### src/ad2f_pkg.sv
// Shared types and constants for the ASCII decimal to fixed-point converter.
// No dependencies.
package ad2f_pkg;

    localparam int OUT_W = 40;

    localparam logic [7:0] CHAR_NUL   = 8'h00;
    localparam logic [7:0] CHAR_ZERO  = 8'h30;
    localparam logic [7:0] CHAR_NINE  = 8'h39;
    localparam logic [7:0] CHAR_DOT   = 8'h2e;
    localparam logic [7:0] CHAR_COMMA = 8'h2c;

    typedef enum logic [3:0] {
        PH_BEFORE = 4'b0001,
        PH_INT    = 4'b0010,
        PH_FRAC   = 4'b0100,
        PH_DONE   = 4'b1000
    } phase_t;

    typedef struct packed {
        logic [OUT_W-1:0] fixed_value;
        logic             digit_found;
        logic             saturated;
    } result_t;

endpackage

### src/ad2f_parse.sv
// Parse state and per-character update logic; builds the result on end of string.
// Depends on ad2f_pkg.
module ad2f_parse #(
    parameter int INT_BITS    = 24,
    parameter int FRAC_BITS   = 16,
    parameter int FRAC_DIGITS = 4,
    parameter int MAX_CHARS   = 200
) (
    input  logic                clk,
    input  logic                rst_n,
    input  logic                step,
    input  logic [7:0]          char_byte,
    input  logic                end_of_string,
    output ad2f_pkg::result_t   result
);
    import ad2f_pkg::*;

    localparam int CH_W    = $clog2(MAX_CHARS + 1);
    localparam int CNT_W   = $clog2(FRAC_DIGITS + 1);
    localparam int IDX_W   = (FRAC_DIGITS > 1) ? $clog2(FRAC_DIGITS) : 1;
    localparam int W_DEPTH = 1 << IDX_W;
    localparam int V_W     = INT_BITS + 4;
    localparam int SUM_W   = FRAC_BITS + 4;
    localparam int WIDE_W  = (INT_BITS + FRAC_BITS > OUT_W) ? INT_BITS + FRAC_BITS : OUT_W;

    localparam logic [INT_BITS-1:0]  INT_MAX  = {INT_BITS{1'b1}};
    localparam logic [FRAC_BITS-1:0] FRAC_MAX = {FRAC_BITS{1'b1}};

    logic [FRAC_BITS-1:0] weight [W_DEPTH];

    genvar k;
    generate
        for (k = 0; k < W_DEPTH; k++)
        begin : g_weight
            localparam longint unsigned P  = 64'd10 ** (k + 1);
            localparam longint unsigned WV = (k < FRAC_DIGITS) ?
                (((64'd1 << (FRAC_BITS + 1)) + P) / (64'd2 * P)) : 64'd0;
            assign weight[k] = FRAC_BITS'(WV);
        end
    endgenerate

    phase_t               phase_reg, phase_next;
    logic [INT_BITS-1:0]  int_reg, int_next;
    logic [FRAC_BITS-1:0] frac_reg, frac_next;
    logic [CNT_W-1:0]     cnt_reg, cnt_next;
    logic [CH_W-1:0]      chars_reg, chars_next;
    logic                 ovf_reg, ovf_next;

    logic                 is_digit;
    logic [3:0]           digit;
    logic [V_W-1:0]       int_ext;
    logic [V_W-1:0]       int_v;
    logic [SUM_W-1:0]     frac_sum;
    logic [WIDE_W-1:0]    wide;

    assign is_digit = (char_byte >= CHAR_ZERO) && (char_byte <= CHAR_NINE);
    assign digit    = is_digit ? 4'(char_byte - CHAR_ZERO) : 4'd0;
    assign int_ext  = V_W'(int_reg);
    assign int_v    = (int_ext << 3) + (int_ext << 1) + V_W'(digit);
    assign frac_sum = SUM_W'(frac_reg)
                    + SUM_W'(digit) * SUM_W'(weight[cnt_reg[IDX_W-1:0]]);

    always_comb
    begin
        phase_next = phase_reg;
        int_next   = int_reg;
        frac_next  = frac_reg;
        cnt_next   = cnt_reg;
        chars_next = chars_reg;
        ovf_next   = ovf_reg;
        result     = '0;

        if (chars_reg >= CH_W'(MAX_CHARS))
        begin
            if (phase_reg != PH_BEFORE)
            begin
                phase_next = PH_DONE;
            end
        end
        else
        begin
            chars_next = chars_reg + CH_W'(1);
            if (phase_reg == PH_DONE)
            begin
            end
            else if (char_byte == CHAR_NUL)
            begin
                if (phase_reg != PH_BEFORE)
                begin
                    phase_next = PH_DONE;
                end
                else
                begin
                    chars_next = CH_W'(MAX_CHARS);
                end
            end
            else
            begin
                case (phase_reg)
                    PH_BEFORE:
                    begin
                        if (is_digit)
                        begin
                            int_next   = INT_BITS'(digit);
                            phase_next = PH_INT;
                        end
                    end
                    PH_INT:
                    begin
                        if (is_digit)
                        begin
                            if (ovf_reg || (int_v > V_W'(INT_MAX)))
                            begin
                                int_next = INT_MAX;
                                ovf_next = 1'b1;
                            end
                            else
                            begin
                                int_next = int_v[INT_BITS-1:0];
                            end
                        end
                        else if ((char_byte == CHAR_DOT) || (char_byte == CHAR_COMMA))
                        begin
                            phase_next = PH_FRAC;
                        end
                        else
                        begin
                            phase_next = PH_DONE;
                        end
                    end
                    PH_FRAC:
                    begin
                        if (is_digit)
                        begin
                            if (cnt_reg < CNT_W'(FRAC_DIGITS))
                            begin
                                cnt_next = cnt_reg + CNT_W'(1);
                                if (frac_sum > SUM_W'(FRAC_MAX))
                                begin
                                    frac_next = FRAC_MAX;
                                end
                                else
                                begin
                                    frac_next = frac_sum[FRAC_BITS-1:0];
                                end
                            end
                        end
                        else
                        begin
                            phase_next = PH_DONE;
                        end
                    end
                    default:
                    begin
                    end
                endcase
            end
        end

        wide = WIDE_W'({int_next, frac_next});
        if (phase_next != PH_BEFORE)
        begin
            result.fixed_value = wide[OUT_W-1:0];
            result.digit_found = 1'b1;
            result.saturated   = ovf_next;
        end

        if (end_of_string)
        begin
            phase_next = PH_BEFORE;
            int_next   = '0;
            frac_next  = '0;
            cnt_next   = '0;
            chars_next = '0;
            ovf_next   = 1'b0;
        end
    end

    always_ff @(posedge clk or negedge rst_n)
    begin
        if (!rst_n)
        begin
            phase_reg <= PH_BEFORE;
            int_reg   <= '0;
            frac_reg  <= '0;
            cnt_reg   <= '0;
            chars_reg <= '0;
            ovf_reg   <= 1'b0;
        end
        else if (step)
        begin
            phase_reg <= phase_next;
            int_reg   <= int_next;
            frac_reg  <= frac_next;
            cnt_reg   <= cnt_next;
            chars_reg <= chars_next;
            ovf_reg   <= ovf_next;
        end
    end

    a_before_clear: assert property (@(posedge clk) disable iff (!rst_n)
        (phase_reg == PH_BEFORE) |-> (int_reg == '0) && (frac_reg == '0)
                                     && (cnt_reg == '0) && !ovf_reg)
        else $error("accumulators not clear before first digit");

    a_ovf_max: assert property (@(posedge clk) disable iff (!rst_n)
        ovf_reg |-> (int_reg == INT_MAX))
        else $error("overflow flag set without clamped integer");

    a_cnt_phase: assert property (@(posedge clk) disable iff (!rst_n)
        (cnt_reg != '0) |-> (phase_reg == PH_FRAC) || (phase_reg == PH_DONE))
        else $error("fraction digits counted outside fraction");

endmodule

### src/ad2f_out_reg.sv
// Result register for the master-side stream; holds a beat until taken.
// Depends on ad2f_pkg.
module ad2f_out_reg (
    input  logic              clk,
    input  logic              rst_n,
    input  logic              load,
    input  ad2f_pkg::result_t load_data,
    input  logic              m_tready,
    output logic              m_tvalid,
    output ad2f_pkg::result_t data
);
    import ad2f_pkg::*;

    logic    valid_reg, valid_next;
    result_t data_reg;

    always_comb
    begin
        if (load)
        begin
            valid_next = 1'b1;
        end
        else if (m_tready)
        begin
            valid_next = 1'b0;
        end
        else
        begin
            valid_next = valid_reg;
        end
    end

    always_ff @(posedge clk or negedge rst_n)
    begin
        if (!rst_n)
        begin
            valid_reg <= 1'b0;
        end
        else
        begin
            valid_reg <= valid_next;
        end
    end

    always_ff @(posedge clk)
    begin
        if (load)
        begin
            data_reg <= load_data;
        end
    end

    assign m_tvalid = valid_reg;
    assign data     = data_reg;

endmodule

### src/ascii_decimal_to_fixed_top.sv
// Result path: the tlast beat is registered in the input stage; once processed, its result loads the result register.
// Throughput: one character beat per cycle while the input is not stalled by a blocked result.
// A stalled result holds a tlast beat in the input stage and stalls the input behind it; other beats keep flowing.
// Reset: rst_n asynchronous, active low; clears parse state and both valid flags.
// Top level; depends on ad2f_pkg, ad2f_parse, ad2f_out_reg.
module ascii_decimal_to_fixed_top #(
    parameter int INT_BITS    = 24,
    parameter int FRAC_BITS   = 16,
    parameter int FRAC_DIGITS = 4,
    parameter int MAX_CHARS   = 200
) (
    input  logic        clk,
    input  logic        rst_n,
    input  logic        s_tvalid,
    output logic        s_tready,
    input  logic [7:0]  s_tdata,   // [7:0] char_byte
    input  logic        s_tlast,   // end_of_string
    output logic        m_tvalid,
    input  logic        m_tready,
    output logic [39:0] m_tdata,   // [39:0] fixed_value
    output logic [1:0]  m_tuser    // [0] digit_found, [1] saturated
);
    import ad2f_pkg::*;

    logic       s1_valid_reg, s1_valid_next;
    logic [7:0] s1_char_reg;
    logic       s1_last_reg;
    logic       s_accept;
    logic       proc;
    result_t    parse_result;
    result_t    out_data;

    assign proc     = s1_valid_reg && (!s1_last_reg || !m_tvalid || m_tready);
    assign s_tready = !s1_valid_reg || proc;
    assign s_accept = s_tvalid && s_tready;

    always_comb
    begin
        if (s_accept)
        begin
            s1_valid_next = 1'b1;
        end
        else if (proc)
        begin
            s1_valid_next = 1'b0;
        end
        else
        begin
            s1_valid_next = s1_valid_reg;
        end
    end

    always_ff @(posedge clk or negedge rst_n)
    begin
        if (!rst_n)
        begin
            s1_valid_reg <= 1'b0;
        end
        else
        begin
            s1_valid_reg <= s1_valid_next;
        end
    end

    always_ff @(posedge clk)
    begin
        if (s_accept)
        begin
            s1_char_reg <= s_tdata;
            s1_last_reg <= s_tlast;
        end
    end

    ad2f_parse #(
        .INT_BITS    (INT_BITS),
        .FRAC_BITS   (FRAC_BITS),
        .FRAC_DIGITS (FRAC_DIGITS),
        .MAX_CHARS   (MAX_CHARS)
    ) u_parse (
        .clk           (clk),
        .rst_n         (rst_n),
        .step          (proc),
        .char_byte     (s1_char_reg),
        .end_of_string (s1_last_reg),
        .result        (parse_result)
    );

    ad2f_out_reg u_out (
        .clk       (clk),
        .rst_n     (rst_n),
        .load      (proc && s1_last_reg),
        .load_data (parse_result),
        .m_tready  (m_tready),
        .m_tvalid  (m_tvalid),
        .data      (out_data)
    );

    assign m_tdata = out_data.fixed_value;
    assign m_tuser = {out_data.saturated, out_data.digit_found};

    a_out_from_last: assert property (@(posedge clk) disable iff (!rst_n)
        $rose(m_tvalid) |-> $past(proc && s1_last_reg))
        else $error("result beat without a processed tlast beat");

    a_stall_cause: assert property (@(posedge clk) disable iff (!rst_n)
        !s_tready |-> s1_valid_reg && s1_last_reg && m_tvalid && !m_tready)
        else $error("input stalled without a blocked result");

    a_no_digit_zero: assert property (@(posedge clk) disable iff (!rst_n)
        (m_tvalid && !m_tuser[0]) |-> (m_tdata == '0) && !m_tuser[1])
        else $error("nonzero result without a digit");

endmodule

### config.mk
export PLATFORM = sky130hd
export DESIGN_NAME = ascii_decimal_to_fixed_top
export DESIGN_NICKNAME = d
export VERILOG_FILES = /design/src/ad2f_pkg.sv /design/src/ad2f_parse.sv /design/src/ad2f_out_reg.sv /design/src/ascii_decimal_to_fixed_top.sv
export SDC_FILE = /design/constraint.sdc
export NUM_CORES = 1
export LEC_CHECK = 0
export ABC_AREA = 1
export BUFFER_PORTS_ARGS = -buffer_cell sky130_fd_sc_hd__clkbuf_2
export CORE_MARGIN = 2
export CORE_UTILIZATION = 30
export CTS_BUF_LIST = sky130_fd_sc_hd__clkbuf_8
export DETAILED_ROUTE_END_ITERATION = 8
export HOLD_SLACK_MARGIN = 0.02
export PLACE_DENSITY_LB_ADDON = 0.05
export SLEW_MARGIN = 10
export SYNTH_ARGS = -nofsm -noshare
export SYNTH_HDL_FRONTEND = slang
export SYNTH_SLANG_ARGS = --single-unit
### constraint.sdc
create_clock -name clk -period 6.6 [get_ports clk]
set_clock_uncertainty 0.15 [all_clocks]
set_input_delay 0.66 -clock clk [delete_from_list [all_inputs] [get_ports clk]]
set_output_delay 0.66 -clock clk [all_outputs]
set_load 0.01 [all_outputs]
==> results.tsv, run 1 <==
stage	metric	value	unit
sta	Final Slew Violations	0	
clock_tree	# Post-CTS Setup Buffers	0	
die	chip width	181	um
die	Initial Util	30.6	%
global_routing	overall routing resource usage	16.3	%
logic_synthesis	Yosys warnings	0	
clock_tree	clock tree sinks	109	
routing	vias	7722	
finish	max reg flops	42	
logic_synthesis	ys async rst share	53.2	%
sta	Hold WS	256	ps
critical_path	Critical Path Source	s1_char_reg[7]	
placement	I/O Buffers	56	
routing	drt total wl	25700	um
finish	post-synthesis to final-layout area growth	9.81	%
global_routing	maximum number of pins on one net before global-route repair	59	
clock_tree	Worst-Skew Late Latency	420	ps
placement	dpl hpwl	19300	um
routing	Initial DRC Count	323	
die	total core area	30700	um2
clock_tree	Clock transition at path regs	120	ps
die	Site Rows	64	
critical_path	crit path max fanout	16	
clock_tree	Clock Path Buffers	2	
routing	drt pass-1 iters	5	
finish	Antenna Cells	0	
critical_path	arrival time at the worst endpoint	5800	ps
global_routing	first-pass GRT wire length	42200	um
finish	share of post-route cells with drive strength above 1	14.5	%
logic_synthesis	Seq/Total Area, Yosys	31.8	%
die	Die H	181	um
sta	Least-Margin Pin Slew	912	ps
logic_synthesis	Post-Syn Instances	1242	
logic_synthesis	number of flops mapped to enable cells by yosys	51	
logic_synthesis	Mean Syn Cell Area	7.56	um2
power_and_ir_drop	Static Leakage	5.27	nW
logic_synthesis	Synth Cell Area	9390	um2
die	# IOs	57	
routing	average wire per standard cell	15.2	um
run	Max Cap Viol	0	
global_routing	vias in the first global route	8000	
die	die area	32700	um2
sta	Worst slew margin	39.2	%
clock_tree	hold buffer count at CTS	0	
power_and_ir_drop	Pwr Density	204	nW/um2
placement	global placer's final weighted congestion	0.823	
critical_path	reg2reg start	s1_char_reg[7]	
outcome	status	complete, no violations	
critical_path	CP endpoint kind	flop	
placement	placed cells	1675	
min_path	hold path cells	1	
finish	NumNets Final	1419	
critical_path	Setup CP Type	reg -> reg	
finish	most common cell after layout, fill and taps aside	nand2_1	
logic_synthesis	Seq cells post-synth	109	
routing	Remaining DRCs	0	
critical_path	setup slack, reg-to-reg	830	ps
sta	final hold viol count	0	
critical_path	Worst R2R Path Depth	23	
logic_synthesis	syn nets	1371	
sta	Final min period	5770	ps
clock_tree	cts repair resizes	0	
finish	fin cells	1691	
clock_tree	CTS tree	yes	
sta	fmax	0.173	GHz
power_and_ir_drop	IR drop worst, VDD	0.000270	V
routing	vias per cell	4.57	
power_and_ir_drop	Design Power	2.10	mW
routing	remaining antenna violation count after routing	0	
min_path	Hold Startpoint	s_tlast	
sta	final worst path period share	87.4	%
sta	Sum Neg Setup Slack	0	ps
critical_path	CP Launch Type	flop	
global_routing	total grt overflow	0	
finish	commonest non-fill, non-tap cells in the layout	nand2_1 (325), inv_1 (185), nor2_1 (136)	
clock_tree	TritonCTS Buffers	9	
logic_synthesis	synth unique cells	49	
clock_tree	root buf cell	clkbuf_8	
sta	Setup Viol. Count Final	0	
sta	RSZ-0062 raised after global routing	no	
clock_tree	H-tree depth	3	
global_routing	initial antenna violation count	0	
critical_path	worst endpoint required time	6630	ps
critical_path	R2R Path End	u_out.data[17]	
min_path	worst min path class	in -> reg	
logic_synthesis	Main synth FF type	dfrtp_1	
min_path	Worst Hold Endpoint	s1_last_reg	
==> area by class of cell <==
| type | count | area, um2 |
|---|---|---|
| Fill cell | 3370 | 20400 |
| Multi-Input combinational cell | 908 | 5510 |
| Sequential cell | 109 | 2980 |
| Inverter | 198 | 743 |
| Tap cell | 396 | 495 |
| Timing Repair Buffer | 64 | 340 |
| Clock buffer | 9 | 124 |
| Clock inverter | 7 | 106 |
==> routing by layer <==
layer | vias up | global-route usage, % | part of all wire (%)
li1 | 4014 | - | -
met1 | 3598 | 20.3 | 46
met2 | 84 | 29.4 | 50
met3 | 26 | 2.22 | 2.1
met4 | 0 | 4.52 | 1.9
met5 | - | 0 | 0
==> worst max-delay path by stage <==
stage / endpoint / cells after the start
3_5_place_dp: u_out.data[17] / 23
3_3_place_gp: u_out.data[17] / 23
2_1_floorplan: u_out.data[14] / 25
5_1_grt: u_out.data[2] / 23
4_1_cts: u_out.data[17] / 23
6_report: u_out.data[17] / 23
==> power breakdown <==
| part | internal, mW | switching (mW) | leakage (nW) | total [mW] |
|---|---|---|---|---|
| combinational | 0.195 | 0.588 | 3.86 | 0.783 |
| sequential | 0.775 | 0.0368 | 1.29 | 0.812 |
| clock | 0.221 | 0.285 | 0.116 | 0.506 |
| total | 1.19 | 0.910 | 5.27 | 2.10 |
==> per-stage QoR <==
stage	util [%]	instance area, um2	setup slack (ps)
2_1_floorplan	-	9390	1560
5_1_grt	33.6	10300	235
4_1_cts	33.6	10300	729
3_3_place_gp	32.9	10100	874
3_5_place_dp	32.9	10100	723
6_report	33.6	10300	835
==> synth_stat cells (all sizes together) (6+ instances only) <==
library cell	n	area, um2
fa	28	561
a21oi	62	340
xor2	22	193
clkbuf	13	48.8
nand4	9	71.3
dfrtp	57	1430
o21ai	37	193
nand2	378	1560
nor2	155	656
edfxtp	51	1530
nand3	63	325
buf	14	115
or2	9	56.3
ha	88	1100
o22ai	6	37.5
inv	197	739
xnor2	13	114
nor3	9	45.0
==> kinds of logic (layout without fill, tap and decap cells) <==
kind of cell    count (synthesis)  count (layout)  synth area share [%]
fa+ha+maj                     116             116                  17.7
flops                         109             109                  31.8
buf+inv                       225             278                  9.66
simple gates                  630             630                  29.4
compound gates                127             127                  8.16
xor+xnor                       35              35                  3.27
==> worst max-delay path, cell delays in order, from the launching register on <==
cell and delay (ps):
edfxtp_1 400, nor2_2 160, nand3_1 120, nor2_1 140
nor2_1 70, nor2_1 300, inv_1 140, nor2_1 330
fa_1 480, fa_1 550, inv_1 50, fa_1 500
inv_1 40, ha_1 340, a21oi_1 260, nor2_1 70
nor2_1 80, inv_1 60, a211oi_1 190, nand2_1 110
o21ai_2 590, nand3_1 240, nand2_1 110, nor2_1 50
(Power assumes the default switching activity.)
==> run 2: changes to the inputs <==
--- a/config.mk
+++ b/config.mk
@@ -18,2 +18,3 @@
 export SYNTH_HDL_FRONTEND = slang
+export SYNTH_HIERARCHICAL = 1
 export SYNTH_SLANG_ARGS = --single-unit
--- a/constraint.sdc
+++ b/constraint.sdc
@@ -4,2 +4,2 @@
 set_output_delay 0.66 -clock clk [all_outputs]
-set_load 0.01 [all_outputs]
+set_load 0.05 [all_outputs]
==> run 2 against run 1 <==
  * Clock power fell by 8.1%
  * Via count rose by 1.3%
  * Register-to-register slack improved by 250 ps
  * Final area fell by 0.21%
  * Total power rose by 0.58%
  * Largest cell class unchanged
  * Count of clock-buffer cells in the layout did not move
  * First-iteration DRC count rose by 26%
  * Critical path type unchanged
  * Global-route usage rose by 0.67 points
  * Setup slack improved by 250 ps
  * Sequential share of layout area rose by 0.060 points
==> results.tsv, run 2 <==
stage	metric	value	unit
run	Max Cap Viol	0	
critical_path	CP bufs+invs	6	
logic_synthesis	ys async rst share	53.2	%
critical_path	cell family with most CP delay	adder cells	
logic_synthesis	synth top area cells	edfxtp_1 (16%), nand2_1 (16%), dfrtp_1 (15%)	
clock_tree	hold buffer count at CTS	0	
sta	final setup margin	1080	ps
logic_synthesis	Yosys warnings	6	
outcome	status	complete, no violations	
logic_synthesis	Post-synth top cells	nand2_1 (393), inv_1 (213), nor2_1 (143)	
routing	vias per cell	4.51	
clock_tree	CTS tree	yes	
sta	Hold WS	237	ps
placement	global placer's final weighted congestion	0.820	
sta	Final Slew Violations	0	
logic_synthesis	Post-Syn Instances	1286	
logic_synthesis	Seq/Total Area, Yosys	31.8	%
clock_tree	Worst-Skew Late Latency	450	ps
routing	Remaining DRCs	0	
global_routing	vias in the first global route	8019	
power_and_ir_drop	Pwr Density	205	nW/um2
placement	I/O Buffers	56	
finish	most common cell after layout, fill and taps aside	nand2_1	
routing	vias	7822	
logic_synthesis	Yosys top cell area share	16.3	%
clock_tree	# Post-CTS Setup Buffers	0	
die	die area	32700	um2
logic_synthesis	Seq cells post-synth	109	
critical_path	Slowest-stage cell, CP	fa_1	
logic_synthesis	area leader, netlist	edfxtp_1	
logic_synthesis	syn nets	1415	
finish	fin area	10300	um2
die	total core area	30700	um2
critical_path	CP endpoint kind	flop	
sta	Setup Viol. Count Final	0	
sta	Worst slew margin	34.9	%
critical_path	CP Launch Type	flop	
routing	remaining antenna violation count after routing	0	
critical_path	cell mode on critical path	nor2_1	
global_routing	first-pass GRT wire length	43600	um
routing	Initial DRC Count	406	
critical_path	crit path max fanout	15	
global_routing	overall routing resource usage	17.0	%
clock_tree	Clock Path Buffers	2	
placement	Area after DPL	10100	um2
clock_tree	Clock transition at path regs	150	ps
sta	RSZ-0062 raised after global routing	no	
die	# IOs	57	
sta	Sum Neg Setup Slack	0	ps
finish	fin util	33.5	%
clock_tree	TritonCTS Buffers	9	
critical_path	Max stage delay on crit path	540	ps
die	Initial Util	30.6	%
logic_synthesis	number of flops mapped to enable cells by yosys	51	
finish	post-synthesis to final-layout area growth	9.69	%
global_routing	maximum number of pins on one net before global-route repair	59	
placement	placed cells	1718	
placement	Placement Setup Slack	1080	ps
power_and_ir_drop	Design Power	2.11	mW
finish	commonest non-fill, non-tap cells in the layout	nand2_1 (393), inv_1 (213), nor2_1 (141)	
finish	max reg flops	42	
clock_tree	clock tree sinks	109	
logic_synthesis	count leader, synth	nand2_1	
logic_synthesis	synth unique cells	52	
critical_path	arrival time at the worst endpoint	5570	ps
finish	Fillers	3351	
global_routing	total grt overflow	0	
routing	average wire per standard cell	15.3	um
clock_tree	cts repair resizes	0	
routing	drt pass-1 iters	5	
power_and_ir_drop	Static Leakage	5.68	nW
placement	dpl hpwl	20200	um
power_and_ir_drop	IR drop worst, VDD	0.000175	V
clock_tree	H-tree depth	3	
die	Site Rows	64	
sta	final worst path period share	83.6	%
sta	Final min period	5520	ps
die	chip width	181	um
logic_synthesis	Synth Cell Area	9380	um2
finish	Antenna Cells	0	
global_routing	initial antenna violation count	0	
finish	fin cells	1734	
clock_tree	root buf cell	clkbuf_8	
sta	Least-Margin Pin Slew	974	ps
routing	drt total wl	26600	um
finish	NumNets Final	1462	
sta	final hold viol count	0	
sta	fmax	0.181	GHz
logic_synthesis	Mean Syn Cell Area	7.29	um2
critical_path	worst endpoint required time	6650	ps
logic_synthesis	Main synth FF type	dfrtp_1	
min_path	worst min path class	in -> async	
finish	share of post-route cells with drive strength above 1	9.42	%
die	Die H	181	um
critical_path	Setup CP Type	reg -> reg	
## run 2: changes by cell type in the layout (fill, tap and decap cells not counted), sizes merged, moves of 5 or more
| cell | before | now |
|---|---|---|
| a21oi | 62 | 44 |
| and2 | 0 | 20 |
| inv | 200 | 225 |
| nand2 | 378 | 410 |
| nor2 | 155 | 150 |
| or2 | 9 | 4 |
## run 2: logic make-up (layout without fill, tap and decap cells)
family / count (synthesis) / after routing / share of synthesized area (%)
flops: 109 / 109 / 31.8
xor+xnor: 34 / 34 / 3.18
compound gates: 106 / 106 / 6.28
simple gates: 672 / 672 / 30.5
fa+ha+maj: 116 / 116 / 17.7
buf+inv: 249 / 301 / 10.5
## run 2: layout make-up
type	instances	area (um2)	area share, %
Multi-Input combinational cell	928	5430	52.8
Timing Repair Buffer	62	325	3.16
Clock buffer	9	124	1.20
Inverter	223	840	8.16
Sequential cell	109	2980	29.0
Tap cell	396	495	4.82
Clock inverter	7	91.3	0.888
## run 2: layer usage
layer / global-route usage [%] / vias to the layer above / share of wire, %
met4: 3.97 / 0 / 1.0
met2: 27.9 / 90 / 46
met1: 23.5 / 3628 / 51
met3: 2.58 / 11 / 2.6
li1: - / 4093 / -
met5: 0 / - / 0
## run 2: worst paths after layout
kind | start | endpoint | slack, ps | cells after the start
setup / recovery | s1_char_reg[7] | u_out/data[14] | 1080 | 25
hold / removal | rst_n | u_parse/int_reg[12] | 240 | 2
setup reg to reg | s1_char_reg[7] | u_out/data[14] | 1080 | 25
hold reg to reg | u_parse/frac_reg[5] | u_parse/frac_reg[5] | 340 | 2
max in group asynchronous | rst_n | u_parse/cnt_reg[0] | 5470 | 2
min in group clk | s_tdata[3] | s1_char_reg[3] | 240 | 1
## run 2: worst register-to-register path: stages (launching register included)
cell and delay (ps):
edfxtp_1 380, inv_1 60, nand2_1 80, nor2_1 140, o21ai_1 90, buf_4 200, nor2_1 210, inv_1 200
nor2_1 190, fa_1 460, fa_1 540, inv_1 50, fa_1 490, inv_1 40, ha_1 340, a21oi_1 250
nor2_1 70, nor2_1 90, inv_1 50, a21oi_1 180, nand2_1 90, nand2_1 50, and3_1 460, nand3_1 270
nand2_1 120, nor2_1 40
## run 2: power by group
part | internal [mW] | total (mW) | switching, mW
Sequential | 0.777 | 0.815 | 0.0379
Clock | 0.156 | 0.465 | 0.309
Combinational | 0.162 | 0.833 | 0.671
Total | 1.09 | 2.11 | 1.02
==> run 3: changes to the inputs <==
clock period = 4.85 ns   (was 6.6 ns; I/O delays follow)
==> run 3 against run 2 <==
  * Clock power rose by 29%
  * Utilization rose by 2.0 points
  * Cell count rose by 3.1%
  * First-iteration DRC count rose by 27%
  * Global-route usage grew 0.20 points
  * Register-to-register slack got worse by 850 ps
  * Total power grew 36%
  * Via count rose by 2.6%
  * Die area stayed put
  * Setup slack worse by 850 ps
  * Non-clock buffer count increased by 53
  * Critical path type unchanged
  * Critical endpoint is now u_out/data[4]
==> results.tsv, run 3 (synthesis results as in run 2) <==
stage	metric	value	unit
outcome	status	complete, no violations	
die	total core area	30700	um2
die	Die H	181	um
critical_path	reg2reg start	s1_char_reg[6]	
clock_tree	Clock Path Buffers	2	
critical_path	Max stage delay on crit path	490	ps
min_path	worst min path class	in -> reg	
global_routing	first-pass GRT wire length	43900	um
critical_path	Setup CP Type	reg -> reg	
sta	Least-Margin Pin Slew	930	ps
placement	placed cells	1769	
clock_tree	CTS tree	yes	
critical_path	worst endpoint required time	4890	ps
min_path	Worst Hold Endpoint	s1_char_reg[6]	
routing	remaining antenna violation count after routing	0	
sta	Sum Neg Setup Slack	0	ps
placement	global placer's final weighted congestion	0.809	
routing	vias	8029	
routing	Remaining DRCs	0	
critical_path	CP Launch Type	flop	
critical_path	R2R Path End	u_out/data[4]	
sta	final worst path period share	95.2	%
die	die area	32700	um2
power_and_ir_drop	Int Power	1.51	mW
die	chip width	181	um
finish	most common cell after layout, fill and taps aside	nand2_1	
global_routing	initial antenna violation count	1	
power_and_ir_drop	combinational share of power	40.6	%
clock_tree	Worst-Skew Late Latency	440	ps
global_routing	maximum number of pins on one net before global-route repair	59	
routing	drt total wl	27100	um
die	Site Rows	64	
global_routing	vias in the first global route	7949	
die	# IOs	57	
global_routing	total grt overflow	0	
min_path	hold path cells	1	
critical_path	CP endpoint kind	flop	
finish	fin area	10900	um2
power_and_ir_drop	Clk pwr share	20.8	%
sta	fmax	0.216	GHz
clock_tree	TritonCTS Buffers	9	
critical_path	cell mode on critical path	inv_1	
power_and_ir_drop	Reg power frac	38.5	%
sta	Final Slew Violations	0	
power_and_ir_drop	Pwr Density	264	nW/um2
finish	Antenna Cells	0	
power_and_ir_drop	Static Leakage	5.94	nW
placement	dpl hpwl	20600	um
global_routing	overall routing resource usage	17.2	%
power_and_ir_drop	IR drop worst, VDD	0.000274	V
critical_path	Worst R2R Path Depth	26	
clock_tree	hold buffer count at CTS	0	
run	Max Cap Viol	0	
sta	Worst slew margin	37.9	%
die	Initial Util	30.6	%
finish	NumNets Final	1515	
clock_tree	root buf cell	clkbuf_8	
finish	share of post-route cells with drive strength above 1	15.9	%
critical_path	setup slack, reg-to-reg	230	ps
placement	Placement Setup Slack	-14.8	ps
routing	vias per cell	4.49	
clock_tree	Clock transition at path regs	130	ps
sta	final hold viol count	0	
min_path	Hold Startpoint	s_tdata[6]	
finish	fin util	35.6	%
routing	average wire per standard cell	15.2	um
placement	Area after DPL	10500	um2
placement	I/O Buffers	56	
sta	Final min period	4620	ps
finish	Fillers	3301	
critical_path	CP bufs+invs	6	
critical_path	Slowest-stage cell, CP	fa_1	
finish	max reg flops	42	
clock_tree	clock tree sinks	109	
power_and_ir_drop	P_sw	1.37	mW
finish	commonest non-fill, non-tap cells in the layout	nand2_1 (388), inv_1 (209), nor2_1 (126)	
sta	final setup margin	231	ps
critical_path	cell family with most CP delay	adder cells	
critical_path	arrival time at the worst endpoint	4660	ps
power_and_ir_drop	switch share	47.7	%
finish	post-synthesis to final-layout area growth	16.4	%
finish	fin cells	1787	
routing	Initial DRC Count	514	
sta	Hold WS	60.7	ps
sta	Setup Viol. Count Final	0	
routing	drt pass-1 iters	5	
critical_path	crit path max fanout	6	
clock_tree	H-tree depth	3	
power_and_ir_drop	Design Power	2.88	mW
==> run 3: cell types whose count changed in the layout (fill, tap and decap cells not counted), sizes merged <==
cell | previous run | this run
buf | 7 | 59
clkbuf | 64 | 66
clkinv | 5 | 4
clkinvlp | 0 | 2
inv | 225 | 223
==> run 3: power groups by stage <==
stage | Clock, mW | Combinational (mW) | Sequential [mW]
after floorplan | 0 | 0.766 | 1.22
after global placement | 0 | 1.19 | 1.13
after detailed placement | 0 | 1.19 | 1.13
after CTS | 0.628 | 1.20 | 1.11
after global routing | 0.662 | 1.32 | 1.12
final | 0.599 | 1.17 | 1.11
==> run 3: worst max path at each step <==
stage                         from                  end  slack (ps)  depth (start not counted)
floorplan           s1_char_reg[7]        u_out/data[4]          20                         28
global placement    s1_char_reg[7]        u_out/data[4]          70                         26
detailed placement  s1_char_reg[7]        u_out/data[4]         -10                         26
CTS                 s1_char_reg[7]        u_out/data[4]         -10                         23
global route        s1_char_reg[7]  u_parse/frac_reg[9]         -30                         28
finish              s1_char_reg[6]        u_out/data[4]         230                         26
==> run 3: metal layers <==
| metal | wire (um) | track usage, % |
|---|---|---|
| met1 | 14700 | 26.2 |
| met5 | 0 | 0 |
| met3 | 1080 | 2.84 |
| met4 | 388 | 4.90 |
| met2 | 11000 | 24.7 |
==> run 3: layout make-up <==
class	instances	area [um2]	area share (%)
clock inverter	6	55.1	0.504
tap	396	495	4.54
sequential	109	2990	27.4
multi-input combinational	928	5650	51.7
clock buffer	10	138	1.26
inverter	223	840	7.69
timing repair buffer	115	753	6.90
==> run 3: worst register-to-register path, cell delays in order (launching register included) <==
cell	delay [ps]
edfxtp_1	390
inv_1	70
nand2_2	70
nor2_4	140
o21ai_4	90
inv_2	110
nand2_4	90
nor2_4	110
fa_1	440
fa_1	490
inv_1	50
fa_1	500
inv_1	70
ha_4	280
inv_1	60
nor3_2	160
nand2_1	80
nand2_2	80
nand2_2	60
nor2_2	120
nand2_1	70
nand3_1	90
and3_4	230
buf_12	120
nand3b_1	110
nand2_1	100
nor2_1	40
==> run 3: timing repair <==
action / in CTS / in global routing
gates cloned: 0 / 1
pin swaps: 0 / 21
resized for setup: 2 / 46
buffers inserted: 0 / 2
setup endpoints to repair: 9 / 33
